### src/rtl/cmts_pkg.sv
// ----------------------------------------------------------------------------
// cmts_pkg
// shared types and constants of the cube map texel sampler
// ----------------------------------------------------------------------------
package cmts_pkg;

    localparam int SIZE_W     = 7;               // face width / height register
    localparam int CHAN_W     = 3;               // channel count register
    localparam int DIR_W      = 16;              // direction component
    localparam int FACE_W     = 3;
    localparam int WADDR_W    = 14;
    localparam int NUM_FACES  = 6;
    localparam int NUM_BANKS  = 4;
    localparam int S_W        = DIR_W + 1;       // projected numerator and denominator
    localparam int NUM_W      = S_W + SIZE_W;    // numerator after scaling by size
    localparam int DIV_LAT    = SIZE_W + 1;      // multiply stage plus one stage per bit
    localparam int ROW_W      = 2 * SIZE_W;      // texel index within a face
    localparam int PROD_W     = ROW_W + CHAN_W;  // byte index before clamp
    localparam int QDEPTH     = 16;              // result queue entries
    localparam int CFG_IDX_W  = 2;
    localparam int CFG_DATA_W = 7;

    // configuration register indexes
    localparam logic [CFG_IDX_W-1:0] CFG_FACE_WIDTH    = 2'd0;
    localparam logic [CFG_IDX_W-1:0] CFG_FACE_HEIGHT   = 2'd1;
    localparam logic [CFG_IDX_W-1:0] CFG_CHANNEL_COUNT = 2'd2;

    // operations
    localparam logic OP_WRITE  = 1'b0;
    localparam logic OP_SAMPLE = 1'b1;

    // face codes
    localparam logic [FACE_W-1:0] FACE_PX = 3'd0;
    localparam logic [FACE_W-1:0] FACE_NX = 3'd1;
    localparam logic [FACE_W-1:0] FACE_PY = 3'd2;
    localparam logic [FACE_W-1:0] FACE_NY = 3'd3;
    localparam logic [FACE_W-1:0] FACE_PZ = 3'd4;
    localparam logic [FACE_W-1:0] FACE_NZ = 3'd5;

    typedef struct packed {
        logic                     op;
        logic [FACE_W-1:0]        write_face;
        logic [WADDR_W-1:0]       write_addr;
        logic [7:0]               write_byte;
        logic signed [DIR_W-1:0]  dir_x;
        logic signed [DIR_W-1:0]  dir_y;
        logic signed [DIR_W-1:0]  dir_z;
    } in_word_t;

    typedef struct packed {
        logic [7:0]        red;
        logic [7:0]        green;
        logic [7:0]        blue;
        logic [7:0]        alpha;
        logic [FACE_W-1:0] face_hit;
        logic              bad_direction;
    } out_word_t;

endpackage

### src/rtl/cmts_fifo.sv
// ----------------------------------------------------------------------------
// cmts_fifo
// result queue between the pipeline and the output channel
// ----------------------------------------------------------------------------
module cmts_fifo (
    input  logic                clk,
    input  logic                rst_n,
    input  logic                push,
    input  cmts_pkg::out_word_t push_word,
    input  logic                pop,
    output cmts_pkg::out_word_t word,
    output logic                valid
);

    localparam int PW = $clog2(cmts_pkg::QDEPTH);

    cmts_pkg::out_word_t ent_reg [cmts_pkg::QDEPTH];
    logic [PW-1:0]       wr_ptr_reg;
    logic [PW-1:0]       rd_ptr_reg;
    logic [PW:0]         count_reg;
    logic [PW:0]         count_next;

    // room is guaranteed by the credit count at the input
    always_ff @(posedge clk)
    begin
        if (push)
        begin
            ent_reg[wr_ptr_reg] <= push_word;
        end
    end

    always_comb
    begin
        count_next = count_reg + (PW+1)'(push) - (PW+1)'(pop);
    end

    always_ff @(posedge clk or negedge rst_n)
    begin
        if (!rst_n)
        begin
            wr_ptr_reg <= '0;
            rd_ptr_reg <= '0;
            count_reg  <= '0;
        end
        else
        begin
            if (push)
            begin
                wr_ptr_reg <= wr_ptr_reg + 1'b1;
            end
            if (pop)
            begin
                rd_ptr_reg <= rd_ptr_reg + 1'b1;
            end
            count_reg <= count_next;
        end
    end

    assign valid = (count_reg != '0);
    assign word  = ent_reg[rd_ptr_reg];

endmodule

### config.mk
export PLATFORM = sky130hd
export DESIGN_NAME = cmts_fifo
export DESIGN_NICKNAME = d
export VERILOG_FILES = /design/src/rtl/cmts_pkg.sv /design/src/rtl/cmts_fifo.sv
export SDC_FILE = /design/constraint.sdc
export NUM_CORES = 1
export LEC_CHECK = 0
export ABC_AREA = 1
export BUFFER_PORTS_ARGS = -buffer_cell sky130_fd_sc_hd__clkbuf_2
export CAP_MARGIN = 30
export CORE_ASPECT_RATIO = 0.6
export CORE_UTILIZATION = 41
export DETAILED_ROUTE_END_ITERATION = 8
export HOLD_SLACK_MARGIN = 0.05
export PLACE_DENSITY_LB_ADDON = 0.05
export SETUP_SLACK_MARGIN = 0.3
export SLEW_MARGIN = 20
export SYNTH_ARGS = -nofsm -noshare
export SYNTH_HDL_FRONTEND = slang
export SYNTH_SLANG_ARGS = --single-unit
### constraint.sdc
create_clock -name clk -period 3.45 [get_ports clk]
set_input_delay 0.1725 -clock clk [delete_from_list [all_inputs] [get_ports clk]]
set_output_delay 0.1725 -clock clk [all_outputs]
set_load 0.02 [all_outputs]
==> results.toml, run 1 <==
[grt]
grt_max_degree = 163
antenna_found_initial = 0
grt_pass1_wl_um = 101500
gr-usage-all-layers_pct = 21.88
grt_pass1_vias = 15847
gr-total-overflow = 0

[detailed_routing]
totalWireLength_um = 67290
wl_met3_um = 3286
post-route-drc-count = 0
vias = 16328
wl_per_cell_um = 19.97
wl_met2_um = 29410
dr.pass1.iters = 6
wl_met1_um = 33720
drt-initial-drc-count = 1307
drt-vias-per-instance = 4.845
highest_layer = "met4"
ant_nets = 0

[flow_run]
drv_cap = 0

[critical_path]
r2r-end = "ent_reg[1][16]"
cp.arrival_ps = 2710
path_class = "reg -> out"
cp_slowest_cell = "buf_4"
path_cells = "buf_4 -> buf_4 -> nand3_1 -> nand3_1 -> nand2_1 -> clkbuf_2"
r2r_slack_ps = 1170
crit_required_ps = 3280
path_max_fanout = 39
reg2reg_depth = 5
cp_top_family = "buffers and inverters"
cp_slowest_stage_delay_ps = 590
r2r_start = "wr_ptr_reg[1]"
critPathBufInv = 3
cp-end-kind = "output port"
cp-start-kind = "register"

[timing]
fin_skew_ps = 10.34
tns_ps = 0
max_freq_ghz = 0.3471
setup_viol = 0
fin_crit_sh_pct = 83.52
drv_slew = 0
period_needed_ps = 2881
maxSlewHeadroom_pct = 39.72
whs_ps = 429.0
worstMarginPinSlew_ps = 904.2
rsz0062_at_grt = "no"
hold_viol = 0

[clock_tree]
numCtsBuffers = 57
htreeDepth = 2
cts-root-buf = "clkbuf_16"
post_cts_buffers = 0
cts_tree = "done"
clkTransAtPathRegs_ps = 60
clock_sinks = 589
clock_latency_ps = 620
clk_path_buf_depth = 3

[power_and_ir_drop]
comb_power_share_pct = 37.1
switching_share_pct = 39.03
p_leak_nw = 12.23
vdd_drop_max_mv = 0.8035
power_mw = 23.49
p_sw_mw = 9.169
pwr-share-seq_pct = 37.6
pwr-share-clk_pct = 25.3
power_density_nw_per_um2 = 814.5
power.internal_mw = 14.33

[floorplan]
dieWidth_um = 322.5
initial_core_util_pct = 41.51
num_rows = 70
core_area_um2 = 60870
ioPinCount = 77
die_y_um = 194.3
fp.dieArea_um2 = 62670

[layout]
seq_area_um2 = 17630
mostFrequentLayoutCells = "768 x nand2_1, 576 x edfxtp_1, 443 x inv_1"
syn2layout_area_growth_pct = 14.14
mostFrequentLayoutCell = "nand2_1"
fin_nets = 2549
largest_reg_flops = 576
layout-drive-gt1-share_pct = 8.261
n_fill_cell = 5601
multi_input_area_um2 = 5524
antennaDiodeCount = 0

[synthesis]
synth_fp_nets = 2454
yosys_warnings = 0
synth-seq-area-share_pct = 69.73
ys_ff_latch = 589
yosysUniqueCellTypes = 19
syn_avg_cell_area_um2 = 10.52
syn_inst = 2402
syn-cell-area_um2 = 25270

[placement]
gp_congestion = 0.7297
io_buffers = 76
dp_hpwl_um = 32430

[outcome]
run_status = "finished, final reports clean"

[worst_hold_path]
worstHoldPathCells = 3
hp-start = "push"
min_path_type = "in -> reg"
min_to = "wr_ptr_reg[0]"
power groups by stage:
stage,clock (mW),combinational [mW],sequential [mW]
finish,5.94,8.72,8.83
global route,6.36,9.66,8.89
CTS,6.08,8.87,8.84
detailed placement,0,8.80,8.99
global placement,0,8.79,8.97
floorplan,0,5.70,8.94
final cells by class:
cell class                 instances  area share, %
clock inverter                    26         0.5943
timing repair buffer             153          4.277
inverter                         447          5.882
clock buffer                      78          5.366
multi-input combinational       1249          19.15
sequential                       589          61.14
tap                              828          3.592
worst register-to-register path, cell delays in order, from the launching register on:
cell and delay (ps):
dfrtp_1 410, inv_1 100, ha_1 140, nand2_1 230, nor2_4 620, buf_4 430
worst max path at each step:
stage | start | end | slack, ps | cells after the start
4_1_cts | rd_ptr_reg[0] | word[2] | 440 | 9
5_1_grt | rd_ptr_reg[0] | word[2] | 420 | 9
3_3_place_gp | rd_ptr_reg[0] | word[2] | 1120 | 9
6_report | rd_ptr_reg[2] | word[6] | 570 | 6
2_1_floorplan | wr_ptr_reg[0] | ent_reg[12][0] | 750 | 4
3_5_place_dp | rd_ptr_reg[0] | word[34] | 1130 | 9
repair_timing:
action                     in CTS  in global routing
hold endpoints to repair      597                  0
resized for setup               0                  1
setup endpoints to repair       0                  1
hold buffers                   40                  0
synth_stat cells:
master	number	area share (%)
nand2_1	768	11
buf_2	60	1.2
xnor2_1	1	0.035
dfrtp_1	13	1.3
fa_1	1	0.079
clkbuf_1	26	0.39
nand3_1	434	8.6
buf_1	18	0.27
nand4_1	2	0.050
o21ai_0	2	0.040
buf_6	1	0.045
inv_2	4	0.059
edfxtp_1	576	68
a21oi_1	2	0.040
nor2_1	19	0.28
inv_1	443	6.6
buf_4	12	0.36
ha_1	11	0.54
xor2_1	9	0.31
layer usage:
metal / track usage [%] / up-vias
met5: 0 / -
met4: 4.109 / 0
met3: 3.199 / 70
met2: 32.61 / 351
met1: 33.96 / 7962
li1: - / 7945
metrics by stage:
stage,util [%],cell area (um2),cells,worst slack [ps]
detailed placement,43.90,26720,3226,1127
floorplan,-,25270,2402,754.5
global route,47.39,28840,3370,421.7
global placement,43.90,26720,3226,1117
finish,47.39,28840,3370,568.6
CTS,47.38,28840,3370,436.0
cells by family (layout without fill, tap and decap cells):
kind of cell	Yosys count	count (layout)	share of synthesized area (%)
AO/OA/AOI/OAI	4	4	0.07922
XOR/XNOR	10	10	0.3466
adder cells (fa/ha/maj)	12	12	0.6239
buffers and inverters	564	704	8.882
flip-flops	589	589	69.73
AND/OR/NAND/NOR	1223	1223	20.33
Power figures use the tool's default switching activity.
==> inputs of run 2 (changes only) <==
==> constraint.sdc (replaced) <==
create_clock -name clk -period 2.9 [get_ports clk]
set_input_delay 0.145 -clock clk [delete_from_list [all_inputs] [get_ports clk]]
set_output_delay 0.145 -clock clk [all_outputs]
set_load 0.02 [all_outputs]
==> results.toml, run 2 (same netlist as run 1, synthesis figures left out) <==
[timing]
worst_slack_ps = 334.4
period_needed_ps = 2566
max_freq_ghz = 0.3898
maxSlewHeadroom_pct = 45.98
rsz0062_at_grt = "yes"
drv_slew = 0
hold_viol = 0
tns_ps = 0
worstMarginPinSlew_ps = 807.6
fin_crit_sh_pct = 88.47
fin_skew_ps = 15.58
setup_viol = 0

[floorplan]
ioPinCount = 77
core_area_um2 = 60870
initial_core_util_pct = 41.51
fp.dieArea_um2 = 62670
dieWidth_um = 322.5
die_y_um = 194.3
num_rows = 70

[layout]
syn2layout_area_growth_pct = 16.56
largest_reg_flops = 576
design_area_um2 = 29460
fin_nets = 2576
n_fill_cell = 5585
mostFrequentLayoutCell = "nand2_1"
mostFrequentLayoutCells = "767 x nand2_1, 576 x edfxtp_1, 443 x inv_1"
antennaDiodeCount = 0
layout-drive-gt1-share_pct = 9.509

[critical_path]
cp.arrival_ps = 2420
crit_required_ps = 2760
cp_slowest_stage_delay_ps = 440
cp_slowest_cell = "dfrtp_4"
critPathBufInv = 4
cp-end-kind = "output port"
path_class = "reg -> out"
cp_top_family = "buffers and inverters"
path_cells = "buf_4 -> buf_4 -> inv_6 -> nand2_1 -> nand3_1 -> nand3_1 -> nand3_1 -> nand2_1 -> clkbuf_2"
cp-start-kind = "register"
path_max_fanout = 11
crit_top_cell = "nand3_1"

[detailed_routing]
dr.pass1.iters = 5
post-route-drc-count = 0
vias = 16323
totalWireLength_um = 66960
ant_nets = 0
drt-vias-per-instance = 4.809
wl_per_cell_um = 19.73
drt-initial-drc-count = 1276

[clock_tree]
numCtsBuffers = 56
htreeDepth = 2
clock_latency_ps = 610
clock_sinks = 589
cts-root-buf = "clkbuf_16"
clk_path_buf_depth = 3
cts_tree = "done"
clkTransAtPathRegs_ps = 60

[grt]
met3_usage_pct = 3.043
gr-usage-all-layers_pct = 21.68
grt_pass1_vias = 15707
met1_usage_pct = 33.93
use_met2_pct = 31.71
grt.busiest_layer = "met1"
gr-total-overflow = 0
grt_pass1_wl_um = 101100
grt_max_degree = 84
antenna_found_initial = 0

[placement]
io_buffers = 76
gp_congestion = 0.7346
place_ws_ps = 750.3
dp_hpwl_um = 35240
placed_area_um2 = 26910

[power_and_ir_drop]
p_leak_nw = 12.53
vdd_drop_max_mv = 0.6429
power_density_nw_per_um2 = 985.8

[outcome]
run_status = "finished, final reports clean"

[flow_run]
drv_cap = 0

[worst_hold_path]
min_path_type = "in -> reg"
[run 2: cell count changes in the layout (fill, tap and decap cells not counted), moves of 2 or more]
cell       before  now
bufbuf_16       0    2
buf_6           0    6
clkbuf_1       19   12
buf_4          23   27
buf_12         14   17
clkbuf_8        0    3
buf_16          0    9
bufinv_16       2    5
[run 2: final cells by class]
cell class	count	area, um2	area share [%]
clock buffer	72	1513	5.135
clock inverter	28	256.5	0.8708
inverter	447	1712	5.811
multi-input combinational	1249	5527	18.76
sequential	589	17630	59.87
tap	828	1036	3.517
timing repair buffer	178	1744	5.921
timing repair inverter	3	33.78	0.1147
[run 2: power by group]
| group | switching [mW] | total [mW] | internal [mW] |
|---|---|---|---|
| sequential | 0.231 | 10.5 | 10.3 |
| combinational | 7.82 | 11.3 | 3.44 |
| clock | 3.17 | 7.27 | 4.10 |
[run 2: repair_timing]
item                                    CTS  global route
endpoints found under the setup margin   36            36
buffers inserted                          4             0
hold buffers                             39             0
endpoints found under the hold margin   580             0
resized for setup                        24             8
gates cloned                              7             2
[run 2: layer usage]
metal | share of wire (%) | wire (um) | vias up
met5 | 0 | 0 | -
met4 | 1.7 | 1134 | 0
met3 | 4.6 | 3054 | 79
met2 | 43 | 28760 | 346
met1 | 51 | 34010 | 7899
li1 | - | - | 7999
[run 2: stage by stage]
stage | total power [mW] | hold slack, ps | std cells | util, %
floorplan | 17.42 | -150.6 | 2402 | -
global placement | 21.14 | 107.6 | 3242 | 44.22
detailed placement | 21.19 | 108.3 | 3242 | 44.22
CTS | 29.25 | 88.70 | 3392 | 48.28
global route | 30.80 | 128.4 | 3394 | 48.39
finish | 29.04 | 141.7 | 3394 | 48.39
[run 2: path summary, 6_finish.rpt]
| kind | from | slack (ps) | endpoint | cells past startpoint |
|---|---|---|---|---|
| min | push_word[0] | 140 | ent_reg[6][0] | 1 |
| max in group asynchronous | rst_n | 1610 | rd_ptr_reg[2] | 3 |
| max reg2reg | wr_ptr_reg[0] | 800 | ent_reg[8][9] | 5 |
| min reg2reg | wr_ptr_reg[0] | 560 | wr_ptr_reg[0] | 1 |
| min in group asynchronous | rst_n | 700 | count_reg[0] | 3 |
| max | rd_ptr_reg[0] | 330 | word[0] | 9 |
