File: src/rtl/cmts_pkg.sv
// ----------------------------------------------------------------------------
// cmts_pkg
// shared types and constants of the cube map texel sampler
// ----------------------------------------------------------------------------
package cmts_pkg;

    localparam int SIZE_W     = 7;               // face width / height register
    localparam int CHAN_W     = 3;               // channel count register
    localparam int DIR_W      = 16;              // direction component
    localparam int FACE_W     = 3;
    localparam int WADDR_W    = 14;
    localparam int NUM_FACES  = 6;
    localparam int NUM_BANKS  = 4;
    localparam int S_W        = DIR_W + 1;       // projected numerator and denominator
    localparam int NUM_W      = S_W + SIZE_W;    // numerator after scaling by size
    localparam int DIV_LAT    = SIZE_W + 1;      // multiply stage plus one stage per bit
    localparam int ROW_W      = 2 * SIZE_W;      // texel index within a face
    localparam int PROD_W     = ROW_W + CHAN_W;  // byte index before clamp
    localparam int QDEPTH     = 16;              // result queue entries
    localparam int CFG_IDX_W  = 2;
    localparam int CFG_DATA_W = 7;

    // configuration register indexes
    localparam logic [CFG_IDX_W-1:0] CFG_FACE_WIDTH    = 2'd0;
    localparam logic [CFG_IDX_W-1:0] CFG_FACE_HEIGHT   = 2'd1;
    localparam logic [CFG_IDX_W-1:0] CFG_CHANNEL_COUNT = 2'd2;

    // operations
    localparam logic OP_WRITE  = 1'b0;
    localparam logic OP_SAMPLE = 1'b1;

    // face codes
    localparam logic [FACE_W-1:0] FACE_PX = 3'd0;
    localparam logic [FACE_W-1:0] FACE_NX = 3'd1;
    localparam logic [FACE_W-1:0] FACE_PY = 3'd2;
    localparam logic [FACE_W-1:0] FACE_NY = 3'd3;
    localparam logic [FACE_W-1:0] FACE_PZ = 3'd4;
    localparam logic [FACE_W-1:0] FACE_NZ = 3'd5;

    typedef struct packed {
        logic                     op;
        logic [FACE_W-1:0]        write_face;
        logic [WADDR_W-1:0]       write_addr;
        logic [7:0]               write_byte;
        logic signed [DIR_W-1:0]  dir_x;
        logic signed [DIR_W-1:0]  dir_y;
        logic signed [DIR_W-1:0]  dir_z;
    } in_word_t;

    typedef struct packed {
        logic [7:0]        red;
        logic [7:0]        green;
        logic [7:0]        blue;
        logic [7:0]        alpha;
        logic [FACE_W-1:0] face_hit;
        logic              bad_direction;
    } out_word_t;

endpackage

File: src/rtl/cmts_div.sv
// ----------------------------------------------------------------------------
// cmts_div
// pipelined restoring divider: q = floor(s * size / den), one bit per stage
// ----------------------------------------------------------------------------
module cmts_div (
    input  logic                         clk,
    input  logic [cmts_pkg::S_W-1:0]     s,
    input  logic [cmts_pkg::S_W-1:0]     den,
    input  logic [cmts_pkg::SIZE_W-1:0]  size,
    output logic [cmts_pkg::SIZE_W-1:0]  q
);

    localparam int QW = cmts_pkg::SIZE_W;
    localparam int NW = cmts_pkg::NUM_W;

    logic [NW-1:0]            rem_reg [QW+1];
    logic [cmts_pkg::S_W-1:0] den_reg [QW+1];
    logic [QW-1:0]            q_reg   [QW+1];
    logic [NW-1:0]            trial   [QW];

    // shifted divisor for each stage, msb of the quotient first
    always_comb
    begin
        for (int i = 0; i < QW; i++)
        begin
            trial[i] = NW'(den_reg[i]) << (QW - 1 - i);
        end
    end

    always_ff @(posedge clk)
    begin
        rem_reg[0] <= NW'(s) * NW'(size);
        den_reg[0] <= den;
        q_reg[0]   <= '0;
        for (int i = 0; i < QW; i++)
        begin
            den_reg[i+1] <= den_reg[i];
            if (rem_reg[i] >= trial[i])
            begin
                rem_reg[i+1] <= rem_reg[i] - trial[i];
                q_reg[i+1]   <= {q_reg[i][QW-2:0], 1'b1};
            end
            else
            begin
                rem_reg[i+1] <= rem_reg[i];
                q_reg[i+1]   <= {q_reg[i][QW-2:0], 1'b0};
            end
        end
    end

    assign q = q_reg[QW];

endmodule

File: config.mk
export PLATFORM = sky130hd
export DESIGN_NAME = cmts_div
export DESIGN_NICKNAME = d
export VERILOG_FILES = /design/src/rtl/cmts_pkg.sv /design/src/rtl/cmts_div.sv
export SDC_FILE = /design/constraint.sdc
export NUM_CORES = 1
export LEC_CHECK = 0
export ABC_AREA = 1
export BUFFER_PORTS_ARGS = -buffer_cell sky130_fd_sc_hd__buf_2
export CAP_MARGIN = 30
export CORE_ASPECT_RATIO = 1.75
export CORE_MARGIN = 2
export CORE_UTILIZATION = 35
export CTS_BUF_LIST = sky130_fd_sc_hd__clkbuf_8
export CTS_CLUSTER_SIZE = 30
export DETAILED_ROUTE_END_ITERATION = 10
export PLACE_DENSITY = 0.54
export SETUP_SLACK_MARGIN = 0.4
export SLEW_MARGIN = 30
export SYNTH_ARGS = -nofsm -noshare
export SYNTH_HDL_FRONTEND = slang
export SYNTH_SLANG_ARGS = --single-unit
File: constraint.sdc
create_clock -name clk -period 5.13 [get_ports clk]
set_input_delay 0.513 -clock clk [delete_from_list [all_inputs] [get_ports clk]]
set_output_delay 0.513 -clock clk [all_outputs]
set_load 0.1 [all_outputs]
==> results of run 1 <==
metrics by stage:
step | worst slack [ns] | power [uW] | utilization | cells | hold slack [ns]
2_1_floorplan | 0.697 | 10400 | - | 3180 | 0.310
3_3_place_gp | 0.325 | 12700 | 0.369 | 3976 | 0.311
4_1_cts | 1.04 | 15300 | 0.391 | 4089 | 0.146
6_report | 0.996 | 15100 | 0.391 | 4089 | 0.204
5_1_grt | 0.795 | 16700 | 0.391 | 4089 | 0.192
3_5_place_dp | 0.380 | 12700 | 0.369 | 3976 | 0.312
kinds of logic (layout without fill, tap and decap cells):
kind of cell | Yosys count | in the layout | share of synthesized area
DFF | 315 | 315 | 0.296
buffers and inverters | 756 | 879 | 0.142
AOI/OAI and AO/OA | 146 | 146 | 0.0388
xor gates and xnor gates | 65 | 65 | 0.0268
adders and majority gates | 241 | 241 | 0.170
and+or+nand+nor | 1657 | 1657 | 0.326
worst min-delay path by stage:
| stage | start | to |
|---|---|---|
| 2_1_floorplan | q_reg[0][7]$_DFF_P_ | q_reg[0][15]$_DFF_P_ |
| 3_3_place_gp | q_reg[1][2]$_DFF_P_ | q_reg[1][10]$_DFF_P_ |
| 3_5_place_dp | q_reg[0][15]$_DFF_P_ | q_reg[0][23]$_DFF_P_ |
| 4_1_cts | s[0] | rem_reg[0][0]$_DFF_P_ |
| 5_1_grt | s[0] | rem_reg[0][0]$_DFF_P_ |
| 6_report | s[0] | rem_reg[0][0]$_DFF_P_ |
metal layers:
metal	wire length (um)	up-vias	GRT usage
met5	0	-	0
met1	19100	8259	0.163
li1	-	9615	-
met4	4600	0	0.133
met2	35900	306	0.431
met3	1380	202	0.0233
power groups by stage:
stage	Sequential, uW	Clock [uW]	Combinational (uW)
final	3810	2470	8810
after detailed placement	3870	0	8870
after CTS	3820	2570	8910
after global placement	3870	0	8850
after floorplan	3640	0	6780
after global routing	3900	2660	10100
area by class of cell:
type / instances / area (um^2)
clock buffer: 66 / 908
clock inverter: 30 / 273
fill: 6640 / 36600
inverter: 717 / 2700
multi-input combinational: 2109 / 12000
sequential: 315 / 6310
tap: 786 / 983
timing repair buffer: 66 / 418
critical path, cell delays in order:
cell     delay [ns]
buf_2          0.31
nand2_1        0.13
fa_1           0.51
fa_1           0.55
inv_1          0.06
fa_1           0.54
inv_1          0.06
fa_1           0.54
inv_1          0.05
ha_1           0.36
nand2_1        0.12
nor2_1         0.17
nand2_1        0.07
nand3_1        0.16
a21oi_1        0.14
xnor2_1        0.33
layout by cell type (no fill, tap or decap), types with 3 or more instances in the layout:
master | synthesis | layout
nand2_1 | 1216 | 1216
buf_2 | 0 | 48
o21ai_0 | 26 | 26
clkinvlp_4 | 0 | 3
nand4_4 | 4 | 4
a21oi_2 | 21 | 21
nor2_4 | 15 | 16
fa_1 | 80 | 80
clkinv_2 | 0 | 10
nand3_2 | 11 | 11
inv_2 | 11 | 11
o21bai_1 | 3 | 3
clkbuf_8 | 0 | 66
a21oi_1 | 87 | 87
ha_1 | 161 | 161
dlygate4sd3_1 | 0 | 17
bufinv_16 | 0 | 5
xor2_1 | 52 | 52
inv_1 | 704 | 715
dfxtp_1 | 315 | 315
nor2_1 | 152 | 152
xnor2_1 | 13 | 13
nand3_1 | 140 | 140
nor2_2 | 11 | 10
nor3_1 | 25 | 25
nand3b_1 | 9 | 9
o21ai_1 | 5 | 5
nand2_2 | 38 | 38
and2_1 | 3 | 3
nand4_1 | 26 | 26
==> flow_metrics.py, run 1 <==
metrics = {
    "logic_synthesis": {
        "synth_area_leaders": "dfxtp_1 (30%), nand2_1 (21%), inv_1 (12%)",
        "syn-num-nets": 3463,
        "ys_seq_area_frac": 0.296,
        "synth_cell_type_count": 39,
        "synth_area_um2": 21300,
        "postSynthAreaPerCell_um2": 6.69,
        "ys_ff_latch": 315,
        "syn_inst": 3180,
        "synth_edf_count": 0,
        "yosys.area.top_type": "dfxtp_1",
        "async_flop_share": 0,
        "yosysMostFrequentCell": "nand2_1",
        "yosys_warnings": 0,
        "synth_top_area_frac": 0.296,
        "synthTopCellsByCount": "nand2_1 (1216), inv_1 (704), dfxtp_1 (315)",
        "synthFlopType": "dfxtp_1",
    },
    "routing": {
        "num_vias": 18382,
        "postRouteAntennaNets": 0,
        "drt_iter0_drc": 588,
        "drc": 0,
        "firstDrtPassIters": 6,
        "post_drt_via_cell_ratio": 4.50,
        "totalWireLength_um": 61000,
        "wl_per_cell_um": 14.9,
    },
    "setup_path": {
        "critPathMaxFanout": 17,
        "required_ns": 5.62,
        "critPathCapture": "rem_reg[0][13]$_DFF_P_",
        "worstSetupPathType": "input pin to flip-flop",
        "worstReg2RegEnd": "rem_reg[0][89]$_DFF_P_",
        "worst_r2r_path_depth": 11,
        "critical_path_arrival_ns": 4.63,
        "start_kind": "input pin",
        "end_kind": "flip-flop",
        "regToRegSetupSlack_ns": 2.32,
        "regToRegStartpoint": "den_reg[2][3]$_DFF_P_",
        "startpoint": "size[6]",
    },
    "timing": {
        "max_slew_margin": 0.442,
        "finalSetupViolCount": 0,
        "period_needed_ns": 4.13,
        "skew_ns": 0.0371,
        "fin_setup_tns_ns": 0,
        "post-route-period-util": 0.806,
        "rsz0062_at_grt": "no",
        "worst_pin_slew_ns": 0.828,
        "drv_slew": 0,
        "hold_viol_final": 0,
        "fmax_ghz": 0.242,
    },
    "power": {
        "seqPwrFrac": 0.253,
        "clkPwrFrac": 0.164,
        "p_int_uw": 7660,
        "p_sw_uw": 7430,
        "power_per_cell_area_nw_per_um2": 641,
        "pwr-share-comb": 0.584,
        "p_leak_uw": 0.0138,
        "p_sw_frac": 0.492,
        "ir_drop_mv": 0.357,
    },
    "clocking": {
        "tritoncts": "built",
        "clkSlewWorstSetupHoldPaths_ns": 0.07,
        "cts.path.max_buffers": 3,
        "cts_hold_buf": 17,
        "clock_latency_ns": 0.63,
        "cts_resized": 0,
        "cts_root_buf": "clkbuf_8",
        "clock_sinks": 315,
        "cts_buffers": 52,
        "postCtsSetupBuffers": 0,
        "htree_levels": 2,
    },
    "run": {
        "cap_violations": 0,
    },
    "cells_and_area": {
        "finalNetCount": 3544,
        "fin_area_um2": 23500,
        "area_growth_pct": 10.7,
        "largest_reg_flops": 168,
        "diodes": 0,
        "drive_gt1_frac": 0.0763,
    },
    "global_route": {
        "grt_usage": 0.201,
        "grt_first_pass_wirelength_um": 97800,
        "grt_max_degree": 23,
        "grt_remaining_overflow": 0,
        "grt_pass1_vias": 19427,
        "antenna_found_initial": 0,
    },
    "placed_design": {
        "hpwlAfterDp_um": 51500,
        "place.gp.congestion": 0.922,
        "dpl-instance-area_um2": 22200,
        "numPortBuffers": 48,
    },
    "floorplanning": {
        "core_area_um2": 60200,
        "io_pins": 49,
        "die_area_um2": 62800,
        "fp.dieH_um": 330,
        "placementRows": 119,
        "start_util": 0.354,
        "die_x_um": 190,
    },
    "min_path": {
        "hold_depth": 3,
        "min_path_type": "input pin to flip-flop",
    },
    "status": {
        "status": "complete, no violations",
    },
}
No activity file was read; power rests on OpenSTA's default activity.
==> run 2: changes to the inputs <==
- ABC_AREA: 1 -> 0
- PLACE_DENSITY: 0.54 -> 0.56
- clock period: 5.13 -> 3.8 ns (I/O delays scaled with it)
==> flow_metrics.py, run 2 <==
metrics = {
    "status": {
        "status": "complete, but fails checks",
        "violations": "setup timing",
    },
    "timing": {
        "rsz0062_at_grt": "yes",
        "period_needed_ns": 3.96,
        "post-route-period-util": 1.04,
        "finalSetupViolCount": 9,
        "skew_ns": 0.0175,
        "drv_slew": 0,
        "hold_viol_final": 0,
        "worst_pin_slew_ns": 0.790,
        "max_slew_margin": 0.468,
        "worst_slack_ns": -0.162,
        "fmax_ghz": 0.252,
        "fin_setup_tns_ns": -0.994,
    },
    "routing": {
        "wl_per_cell_um": 14.6,
        "postRouteAntennaNets": 0,
        "num_vias": 13700,
        "drc": 0,
        "post_drt_via_cell_ratio": 4.88,
        "firstDrtPassIters": 6,
        "totalWireLength_um": 41000,
        "drt_iter0_drc": 333,
    },
    "placed_design": {
        "place.gp.congestion": 0.920,
        "numPortBuffers": 48,
        "hpwlAfterDp_um": 33700,
    },
    "min_path": {
        "min_path_type": "input pin to flip-flop",
        "min_from": "s[0]",
        "hold_end": "rem_reg[0][0]$_DFF_P_",
        "hold_depth": 3,
    },
    "setup_path": {
        "critical_path_arrival_ns": 4.39,
        "end_kind": "flip-flop",
        "path_buf_inv": 4,
        "worstReg2RegEnd": "rem_reg[0][93]$_DFF_P_",
        "crit_top_cell": "fa_1",
        "worst_r2r_path_depth": 10,
        "critPathMaxFanout": 5,
        "slowest_delay_ns": 0.59,
        "regToRegStartpoint": "rem_reg[0][52]$_DFF_P_",
        "path_cells": "buf_8 > and2_4 > fa_1 > fa_2 > fa_1 > inv_2 > fa_1 > inv_2 > ha_4 > or4_4 > nor2_4 > a21oi_4 > a211o_1 > buf_6 > nand4_1 > o311ai_2",
        "regToRegSetupSlack_ns": 0.62,
        "startpoint": "s[8]",
        "required_ns": 4.23,
        "critical-path-top-delay-family": "adder cells",
        "start_kind": "input pin",
        "critPathSlowestCell": "fa_1",
        "worstSetupPathType": "input pin to flip-flop",
    },
    "logic_synthesis": {
        "synthFlopType": "dfxtp_1",
        "synthTopCellsByCount": "dfxtp_1 (315), inv_1 (233), ha_1 (161)",
        "synth_area_leaders": "dfxtp_1 (36%), ha_1 (11%), fa_1 (9.0%)",
        "syn-num-nets": 2210,
        "synth_cell_type_count": 82,
        "ys_seq_area_frac": 0.356,
        "postSynthAreaPerCell_um2": 9.20,
        "yosysMostFrequentCell": "dfxtp_1",
        "syn_inst": 1927,
        "yosys_warnings": 0,
        "synth_edf_count": 0,
        "async_flop_share": 0,
        "yosys.area.top_type": "dfxtp_1",
        "ys_ff_latch": 315,
        "synth_area_um2": 17700,
        "synth_top_area_frac": 0.356,
    },
    "floorplanning": {
        "die_x_um": 174,
        "fp.dieH_um": 302,
        "placementRows": 109,
        "io_pins": 49,
        "start_util": 0.352,
        "core_area_um2": 50300,
        "die_area_um2": 52500,
    },
    "global_route": {
        "grt_pass1_vias": 14664,
        "grt_first_pass_wirelength_um": 67300,
        "grt_remaining_overflow": 0,
        "grt_usage": 0.157,
        "grt_max_degree": 34,
        "antenna_found_initial": 0,
    },
    "power": {
        "power_per_cell_area_nw_per_um2": 866,
        "ir_drop_mv": 0.254,
        "p_leak_uw": 0.00980,
    },
    "clocking": {
        "cts_buffers": 46,
        "cts.path.max_buffers": 3,
        "clock_sinks": 315,
        "htree_levels": 2,
        "cts_root_buf": "clkbuf_8",
        "clock_latency_ns": 0.58,
        "tritoncts": "built",
        "clkSlewWorstSetupHoldPaths_ns": 0.06,
    },
    "cells_and_area": {
        "final_cell_mix": "dfxtp_1 (315), inv_1 (227), ha_1 (149), a21oi_1 (128), nor2_1 (124)",
        "final_common_cell": "dfxtp_1",
        "diodes": 0,
        "largest_reg_flops": 168,
        "area_growth_pct": 19.4,
        "finalNetCount": 2387,
        "drive_gt1_frac": 0.170,
        "post-route-util": 0.421,
    },
    "run": {
        "cap_violations": 0,
    },
}
[run 2: changes by cell type in the layout (fill, tap and decap cells not counted), moves of 35 or more]
cell,before,now
a21o_1,0,35
o21ai_0,26,61
inv_1,715,227
nand3_1,140,33
a21oi_1,87,128
and2_1,3,69
xnor2_1,13,58
nand2_1,1216,121
nand2_2,38,1
buf_4,1,96
[run 2: cell type report]
type	instances	area [um^2]
Timing Repair Buffer	175	1410
Multi-Input combinational cell	1331	10700
Tap cell	666	833
Fill cell	4955	29200
Sequential cell	315	6310
Inverter	235	882
Clock inverter	24	186
Clock buffer	59	812
[run 2: logic make-up (layout without fill, tap and decap cells)]
logic type / after synthesis / in the layout / share of synthesized area
mux: 43 / 43 / 0.0266
compound gates: 425 / 425 / 0.154
flops: 315 / 315 / 0.356
simple gates: 524 / 524 / 0.149
xor+xnor: 98 / 98 / 0.0484
buf+inv: 281 / 493 / 0.0628
fa+ha+maj: 241 / 241 / 0.204
[run 2: worst max path at each step]
| stage | to | depth (start not counted) |
|---|---|---|
| after floorplan | rem_reg[0][23]$_DFF_P_ | 15 |
| final | rem_reg[0][21]$_DFF_P_ | 16 |
| after global routing | rem_reg[0][21]$_DFF_P_ | 16 |
| after CTS | rem_reg[0][23]$_DFF_P_ | 16 |
| after detailed placement | rem_reg[0][21]$_DFF_P_ | 15 |
| after global placement | rem_reg[0][23]$_DFF_P_ | 15 |
[run 2: where the power goes]
| group | switching, uW | internal [uW] |
|---|---|---|
| combinational | 5640 | 4810 |
| sequential | 547 | 4470 |
| clock | 1260 | 1600 |
| total | 7450 | 10900 |
[run 2: through the flow]
step | power [uW] | setup WS (ns) | cells | hold WS (ns) | area [um^2]
CTS | 18300 | -0.236 | 2797 | 0.188 | 20900
finish | 18300 | -0.162 | 2805 | 0.209 | 21200
global placement | 14800 | -0.902 | 2694 | 0.314 | 19500
global route | 19900 | -0.250 | 2805 | 0.213 | 21200
detailed placement | 15000 | -0.959 | 2694 | 0.313 | 19500
floorplan | 12500 | -0.501 | 1927 | 0.310 | 18000
[run 2: metal layers]
metal  vias to the layer above  part of all wire  global-route usage
met1                      6426              0.33               0.125
met3                       131             0.025              0.0199
met5                         -                 0                   0
met4                         0             0.061              0.0942
li1                       6915                 -                   -
met2                       228              0.59               0.346
[run 2: worst min-delay path: stages]
cell    delay, ns
buf_2        0.10
buf_4        0.14
and2_1       0.13
[run 2: what timing repair did]
| item | 4_1_cts | 5_1_grt |
|---|---|---|
| setup endpoints to repair | 14 | 15 |
| pin swaps | 42 | 72 |
| hold endpoints to repair | 17 | 0 |
| resized for setup | 67 | 54 |
| hold buffers | 17 | 0 |
| setup buffers | 3 | 8 |
